`src/hw/rtl/spgf_ram.sv`:
```
module spgf_ram #(
    parameter int WIDTH = 1,
    parameter int DEPTH = 16
) (
    input  logic                     i_clk,
    input  logic                     i_wr_en,
    input  logic [$clog2(DEPTH)-1:0] i_wr_addr,
    input  logic [WIDTH-1:0]         i_wr_data,
    input  logic [$clog2(DEPTH)-1:0] i_rd_addr,
    output logic [WIDTH-1:0]         o_rd_data
);

    logic [WIDTH-1:0] r_mem [DEPTH];
    logic [WIDTH-1:0] r_rd_data;

    // one write port, one registered read port
    always_ff @(posedge i_clk) begin
        if (i_wr_en) begin
            r_mem[i_wr_addr] <= i_wr_data;
        end
        r_rd_data <= r_mem[i_rd_addr];
    end

    assign o_rd_data = r_rd_data;

endmodule

```
`config.mk`:
```
export PLATFORM = sky130hd
export DESIGN_NAME = spgf_ram
export DESIGN_NICKNAME = d
export VERILOG_FILES = /design/src/hw/rtl/spgf_ram.sv
export SDC_FILE = /design/constraint.sdc
export NUM_CORES = 1
export LEC_CHECK = 0
export BUFFER_PORTS_ARGS = -buffer_cell sky130_fd_sc_hd__clkbuf_2
export CORE_MARGIN = 2
export CORE_UTILIZATION = 45
export DETAILED_ROUTE_END_ITERATION = 12
export MAX_ROUTING_LAYER = met4
export PLACE_DENSITY = 0.79
export SYNTH_ARGS = -nofsm -noshare
export SYNTH_HDL_FRONTEND = slang
export SYNTH_SLANG_ARGS = --single-unit
export TNS_END_PERCENT = 30
```
`constraint.sdc`:
```
create_clock -name i_clk -period 1.1 [get_ports i_clk]
set_input_delay 0.11 -clock i_clk [delete_from_list [all_inputs] [get_ports i_clk]]
set_output_delay 0.11 -clock i_clk [all_outputs]
set_load 0.01 [all_outputs]
```
==> flow_metrics.env <==
export IMPL_status="finished with violations"
export IMPL_violations="negative setup slack"
export IMPL_final_util=0.561
export IMPL_drtAntennaViolNets=0
export IMPL_rsz0062_at_grt="yes"
export IMPL_initial_core_util=0.489
export IMPL_worstMarginPinSlew_ps=255
export IMPL_power_density_nw_per_um2=1350
export IMPL_fill_cells=124
export IMPL_cpLargestDelayFamily="multiplexers"
export IMPL_skew_ps=2.06
export IMPL_core_um2=1520
export IMPL_overflow=0
export IMPL_min_period_ps=1170
export IMPL_placed_cells=77
export IMPL_routedWlPerCell_um=14.5
export IMPL_die_area_um2=2000
export IMPL_avgSynthCellArea_um2=15.9
export IMPL_routed_wl_um=1170
export IMPL_num_nets_final=77
export IMPL_crit_chain="mux4_2 > mux2i_1 > mux2i_1"
export IMPL_cpPeakStageDelay_ps=470
export IMPL_async_reset_ff_frac=0
export IMPL_insertion_delay_ps=280
export IMPL_synth_top_cells_by_count="edfxtp_1 (16), nor2_1 (12), mux4_1 (4), nor3_1 (4), mux2i_1 (3)"
export IMPL_cp_slowest_cell="mux4_2"
export IMPL_worstRegToRegCells=3
export IMPL_crit_cells=3
export IMPL_grt_pass1_wl_um=1910
export IMPL_io_pins=12
export IMPL_setup_viol=1
export IMPL_synth_top_cell_by_area="edfxtp_1"
export IMPL_drc=0
export IMPL_die_h_um=44.7
export IMPL_min_delay_path_depth=2
export IMPL_synth_nets=58
export IMPL_critPathLaunchType="flip-flop"
export IMPL_slew_viol_final=0
export IMPL_maxCapViolations=0
export IMPL_hold_viol_final=0
export IMPL_cts_hold_buf=0
export IMPL_synth_flop_cell="edfxtp_1"
export IMPL_dr_pass1_iters=6
export IMPL_grt_max_degree=17
export IMPL_hold_slack_ps=12.2
export IMPL_cts_sinks=17
export IMPL_arrival_ps=1350
export IMPL_cts_max_path_buffers=2
export IMPL_cpMostUsedCell="mux2i_1"
export IMPL_cts_buffers=3
export IMPL_hpwl_um=890
export IMPL_via_per_inst=5.53
export IMPL_synth_top_area_share=0.644
export IMPL_worst_path_buf_inv=0
export IMPL_relSlewSlack=0.830
export IMPL_end_kind="flip-flop"
export IMPL_peakVddDrop_mv=0.757
export IMPL_insertedDiodeCount=0
export IMPL_via_count=448
export IMPL_power_total_w=0.00115
export IMPL_port_buffers=11
export IMPL_synth_seq_cells=17
export IMPL_ctsResizeCount=0
export IMPL_worst_hold_path_type="input port to flip-flop"
export IMPL_fp_dieW_um=44.7
export IMPL_fmax_mhz=856
export IMPL_layout_drive_gt1_share=0.338
export IMPL_netlist_instances=47
export IMPL_ys_types=11
export IMPL_cts_root_buffer_cell="clkbuf_4"
export IMPL_grt_pass1_vias=438
export IMPL_area_growth_pct=14.6
export IMPL_std_cell_rows=14
export IMPL_yosysSeqAreaShare=0.671
export IMPL_setup_slack_ps=-68.7
export IMPL_antenna_found_initial=0
export IMPL_synth_edff_count=16
export IMPL_r2r_start="r_mem[10]"
export IMPL_cts_tree="yes"
export IMPL_period_share=1.06
export IMPL_crit_path_start="r_mem[10]"
export IMPL_critical_path_class="flip-flop to flip-flop"
export IMPL_min_from="i_rd_addr[2]"
export IMPL_track_usage=0.148
export IMPL_yosys_warnings=0
export IMPL_netlist_area_um2=746
export IMPL_synth_most_common_cell="edfxtp_1"
export IMPL_cts_htree_levels=1
export IMPL_crit_fanout=1
export IMPL_cellLeakagePower_nw=0.303
export IMPL_required_ps=1280
export IMPL_cts_setup_buffers=0
export IMPL_clk_pin_slew_ps=90
export IMPL_stdcell_count=81
export IMPL_place_gp_congestion=0.773
export IMPL_synth_area_leaders="edfxtp_1 (64%), mux4_1 (14%), nor2_1 (6.0%)"
export IMPL_drt_iter0_markers=23
[layout make-up]
cell class	count	area [um2]	area share
Tap cell	16	20.0	0.0234
Timing Repair Buffer	14	77.6	0.0908
Clock buffer	4	26.3	0.0307
Sequential cell	17	500	0.586
Multi-Input combinational cell	30	230	0.269
[path summary, 6_finish.rpt]
kind	to	slack, ps
max	o_rd_data	-70
min	o_rd_data	10
max reg2reg	o_rd_data	-70
min reg2reg	o_rd_data	750
[through the flow]
| stage | setup WS, ps | TNS, ps | cell area, um2 |
|---|---|---|---|
| after detailed placement | -113 | -320 | 828 |
| after floorplan | -3.98 | -3.98 | 731 |
| after CTS | -75.9 | -75.9 | 855 |
| final | -68.7 | -68.7 | 855 |
| after global placement | -62.7 | -164 | 828 |
| after global routing | -124 | -124 | 855 |
[power breakdown]
part           total [W]  internal [W]  switching, W
sequential      0.000727      0.000723    0.00000379
combinational   0.000108     0.0000525     0.0000550
clock           0.000320      0.000141      0.000179
[worst register-to-register path: cells and delay by family, from the launching register on]
family	cells	cell delay (ps)
multiplexers	3	680
flip-flops	1	390
[state kept, by name (all words and copies together) (netlist names)]
name and flops:
o_rd_data 1, r_mem 16
[layer usage]
metal	global-route usage	wire length (um)	vias to the layer above
met5	-	0	-
met3	0.0360	58	2
met4	0.0909	17	0
met2	0.235	588	15
li1	-	-	219
met1	0.168	508	212
[cells in the final DEF, fill, tap and decap left out, drive strengths merged]
cell | Yosys | layout
nand2 | 1 | 1
edfxtp | 16 | 16
buf | 0 | 3
mux4 | 4 | 4
nor2 | 12 | 12
clkbuf | 0 | 15
nand3 | 1 | 1
nand2b | 2 | 2
nand3b | 2 | 2
dfxtp | 1 | 1
mux2i | 3 | 3
or3b | 1 | 1
nor3 | 4 | 4
[cells by family (layout without fill, tap and decap cells)]
family | Yosys count | count (layout) | share of synthesized area
mux | 7 | 7 | 0.181
flops | 17 | 17 | 0.671
simple gates | 23 | 23 | 0.148
buf+inv | 0 | 18 | 0
Power figures use the tool's default switching activity.
