==> config.mk <==
export PLATFORM = sky130hd
export DESIGN_NAME = spgf_rem
export DESIGN_NICKNAME = d
export VERILOG_FILES = /design/src/hw/rtl/spgf_pkg.sv /design/src/hw/rtl/spgf_rem.sv
export SDC_FILE = /design/constraint.sdc
export NUM_CORES = 1
export LEC_CHECK = 0
export ABC_AREA = 0
export BUFFER_PORTS_ARGS = -buffer_cell sky130_fd_sc_hd__buf_2
export CAP_MARGIN = 25
export CORE_MARGIN = 2
export CORE_UTILIZATION = 58
export CTS_BUF_LIST = sky130_fd_sc_hd__clkbuf_8
export CTS_CLUSTER_DIAMETER = 30
export DETAILED_ROUTE_END_ITERATION = 6
export PLACE_DENSITY = 0.83
export SLEW_MARGIN = 20
export SYNTH_ARGS = -nofsm -noshare
export SYNTH_HDL_FRONTEND = slang
export SYNTH_SLANG_ARGS = --single-unit
==> constraint.sdc <==
create_clock -name i_clk -period 2.7 [get_ports i_clk]
set_input_delay 0 -clock i_clk [delete_from_list [all_inputs] [get_ports i_clk]]
set_output_delay 0 -clock i_clk [all_outputs]
set_load 0.005 [all_outputs]
==> src/hw/rtl/spgf_pkg.sv <==
package spgf_pkg;

    // fixed width of every value field on the ports
    localparam int VALUE_BITS = 31;

    typedef logic [VALUE_BITS-1:0] t_value;
    typedef logic [1:0]            t_status;

    // result status codes
    localparam t_status ST_NONE    = 2'd0;
    localparam t_status ST_PAIR    = 2'd1;
    localparam t_status ST_INVALID = 2'd2;

endpackage

==> src/hw/rtl/spgf_rem.sv <==
module spgf_rem #(
    parameter int SW = 18
) (
    input  logic                i_clk,
    input  logic                i_rst_n,
    input  logic                i_start,
    input  spgf_pkg::t_value    i_dividend,
    input  logic [SW-1:0]       i_divisor,
    output logic                o_done,
    output logic [SW-1:0]       o_rem
);

    localparam int DW = spgf_pkg::VALUE_BITS;
    localparam int CNW = $clog2(DW + 1);

    logic           r_busy;
    logic           r_done;
    logic [CNW-1:0] r_cnt;
    logic [DW-1:0]  r_div;
    logic [SW-1:0]  r_dv;
    logic [SW-1:0]  r_rem;
    logic [SW:0]    trial;
    logic [SW:0]    diff;

    // one restoring step: shift in next dividend bit, subtract if it fits
    always_comb begin
        trial = {r_rem, r_div[DW-1]};
        diff  = trial - {1'b0, r_dv};
    end

    always_ff @(posedge i_clk) begin
        if (!i_rst_n) begin
            r_busy <= 1'b0;
            r_done <= 1'b0;
            r_cnt  <= '0;
        end else begin
            r_done <= 1'b0;
            if (i_start) begin
                r_busy <= 1'b1;
                r_cnt  <= '0;
            end else if (r_busy) begin
                r_cnt <= r_cnt + 1'b1;
                if (r_cnt == CNW'(DW - 1)) begin
                    r_busy <= 1'b0;
                    r_done <= 1'b1;
                end
            end
        end
    end

    // datapath
    always_ff @(posedge i_clk) begin
        if (i_start) begin
            r_div <= i_dividend;
            r_dv  <= i_divisor;
            r_rem <= '0;
        end else if (r_busy) begin
            r_div <= {r_div[DW-2:0], 1'b0};
            if (trial >= {1'b0, r_dv}) begin
                r_rem <= diff[SW-1:0];
            end else begin
                r_rem <= trial[SW-1:0];
            end
        end
    end

    assign o_done = r_done;
    assign o_rem  = r_rem;

endmodule

==> results.md <==
- Root buf cell: clkbuf_8
- Peak supply drop: 0.400 mV
- Critical path data arrival time: 2620 ps
- CP Capture Type: register
- Synth Flop Type: edfxtp_1
- Number of remaining DRC errors: 0
- Fmax: between 0.4 and 0.5 GHz
- PortBufs: 70
- Total global routing overflow: 0
- Hold buffer count at CTS: 50
- Crit path max fanout: 3
- Chip width: around 86 microns
- Cell row count: 30
- Status: completed
- Fill count: between 400 and 500
- DIE HEIGHT: 86.4 microns
- Place WS: 383 ps
- Mapped cell area: roughly 3900 sq um
- Worst r2r src: r_div[30]$_DFFE_PP_
- Cells after Synth: 359
- Initial drt markers: roughly 160
- Core ar.: 6680 sq um
- Worst reg-to-reg path cell count: 10
- Drt total wl: 9710 microns
- Synth top area share: 37.4%
- Most frequent cell after synthesis: edfxtp_1
- Tcrit/Tclk final: between 80 and 90%
- Num CTS Buffers: 9
- Post-Syn Nets: 432
- Vias per cell: 5.61
- Routed Antenna Nets: 0
- Worst setup SP type: register
- Number of antenna violations at the first check in global routing: 0
- Reg-to-reg endpoint: o_rem[14]$_SDFFE_PP0P_
- Post-synth top cells: edfxtp_1, nor2_1, mux2_2
- Setup_tns: 0 ps
- Slew Limit Fails: 0
- Setup violators final: 0
- CTS max path bufs: 2
- Worst Hold Class: in -> reg
- Final non-filler cell area: 5090 sq um
- Final Power: about 3 mW
- CTS-repair resized insts: 0
- Post-DP HPWL: 5690 microns
- Min-delay src: i_start
- Synth warn: 0
- Final Hold Fails: 0
- Die Footprint: 7460 sq um
- I/O pins: 71
- Leak: 2.18 nW
- Antenna Cells: 0
- Yosys reg bits: 74
- Layout Skew: roughly 9.9 ps
- Routed length per instance: 17.1 microns
- Worst-margin pin slew: 410 ps
- Worst Setup Slack, final: just under 300 ps
- Synth top area cells: edfxtp_1, dfxtp_1, mux2_2
- 1st-pass router iterations: 5
- Initial Util: 58.9%
- Routed vias: ~3,200
- DP Cell Count: between 500 and 600
- Layout cells sized above 1: 25.8%
- Crit Path Class: reg -> reg
- PD cells: 602 nW/um^2
- Final core occ: 76.2%
- Register area share after synthesis: 50.1%
- Clk pin slew, worst setup/hold paths: ~80 ps
- Async SR Flop Fraction: 0%
- First-pass GRT wire length: 15,400 microns
- Unrepaired setup endpoints after global routing: no
- WHS: 167 ps
- Max_cap viols: 0
- Vias in the first global route: 3,198
- Max_slew headroom: 72.4%
- Setup bufs post-CTS: 0
- Number of flops mapped to enable cells by yosys: 49
- Total track usage: roughly 27%
- Netlist cell types: 48
- Final min period: 2400 ps
- Worst-skew pair later-pin latency: ~350 ps
- Largest net degree at the start of global routing: 71
- Worst hold path stage count: 2
- CTS sink cnt: 74
- # nets final: 556
- Synth area leader: edfxtp_1
- CTS tree: built
- GP Congestion: 0.899
- Flop-to-flop setup slack: 300 ps
- Hold EP: r_dv[9]$_DFFE_PP_
- Dpl cell area: 4370 sq um
- Avg Inst Size Synth: 11.0 sq um
- Area Growth Syn to Fin: 29.3%
- CP required: 2920 ps
- Fin cells: 568
- H-tree levels: 3
-- per-layer routing --
metal | vias up | global-route usage [%] | wire [microns]
li1 | 1562 | - | -
met1 | 1483 | 32.6 | 4110
met2 | 116 | 45.2 | 4720
met3 | 24 | 8.38 | 559
met4 | 0 | 12.1 | 327
met5 | - | 0 | 0
-- state kept, by name (all words and copies together) (netlist names) --
| signal | cells |
|---|---|
| o_done | 1 |
| r_dv | 18 |
| r_cnt | 5 |
| r_busy | 1 |
| o_rem | 18 |
| r_div | 31 |
-- worst max-delay path: stages, from the launching register on --
cell and delay (ps):
edfxtp_1 350, inv_1 50, ha_1 220, fa_1 410, nor2b_1 230, o311ai_0 160, a21boi_0 350, o21a_1 200
o21ai_0 90, o311ai_1 110, a211oi_1 110
-- kinds of logic (layout without fill, tap and decap cells) --
logic type	Yosys count	count (layout)	synth area share [%]
flip-flops	74	74	50.1
XOR/XNOR	17	17	3.78
adder cells (fa/ha/maj)	21	21	6.87
multiplexers	39	39	10.9
buffers and inverters	36	165	4.10
AO/OA/AOI/OAI	81	81	13.9
AND/OR/NAND/NOR	91	91	10.4
-- final cells by class --
type / instances / area (sq um) / area share, %
clock buffer: 9 / 124 / 2.43
timing repair buffer: 127 / 916 / 18.0
sequential: 74 / 1970 / 38.7
multi-input combinational: 249 / 1800 / 35.4
inverter: 22 / 82.6 / 1.62
tap: 80 / 100 / 1.97
clock inverter: 7 / 92.6 / 1.82
-- power breakdown --
| group | internal (mW) | switching, mW |
|---|---|---|
| clock | 0.521 | 0.445 |
| sequential | 1.32 | 0.0563 |
| combinational | 0.340 | 0.381 |
-- cell usage in the layout, fill, tap and decap left out, types with 6 or more instances in the layout --
cell / n
a211oi_1: 15
a21oi_1: 22
buf_2: 70
buf_4: 6
clkbuf_8: 9
dfxtp_1: 25
dlygate4sd3_1: 50
edfxtp_1: 49
ha_1: 20
inv_1: 23
mux2_2: 30
mux2i_1: 9
nand2_1: 27
nor2_1: 39
o21ai_0: 12
xnor2_1: 8
xor2_1: 9
-- worst max path at each step --
stage                          startpoint                     end  slack, ps
global route            r_dv[6]$_DFFE_PP_  o_rem[17]$_SDFFE_PP0P_         50
global placement        r_dv[8]$_DFFE_PP_   o_rem[2]$_SDFFE_PP0P_        460
CTS                   r_div[30]$_DFFE_PP_  o_rem[12]$_SDFFE_PP0P_        340
detailed placement    r_div[30]$_DFFE_PP_  o_rem[14]$_SDFFE_PP0P_        380
floorplan           o_rem[7]$_SDFFE_PP0P_  o_rem[12]$_SDFFE_PP0P_        620
finish                r_div[30]$_DFFE_PP_  o_rem[14]$_SDFFE_PP0P_        300
No activity file was read; power rests on OpenSTA's default activity.
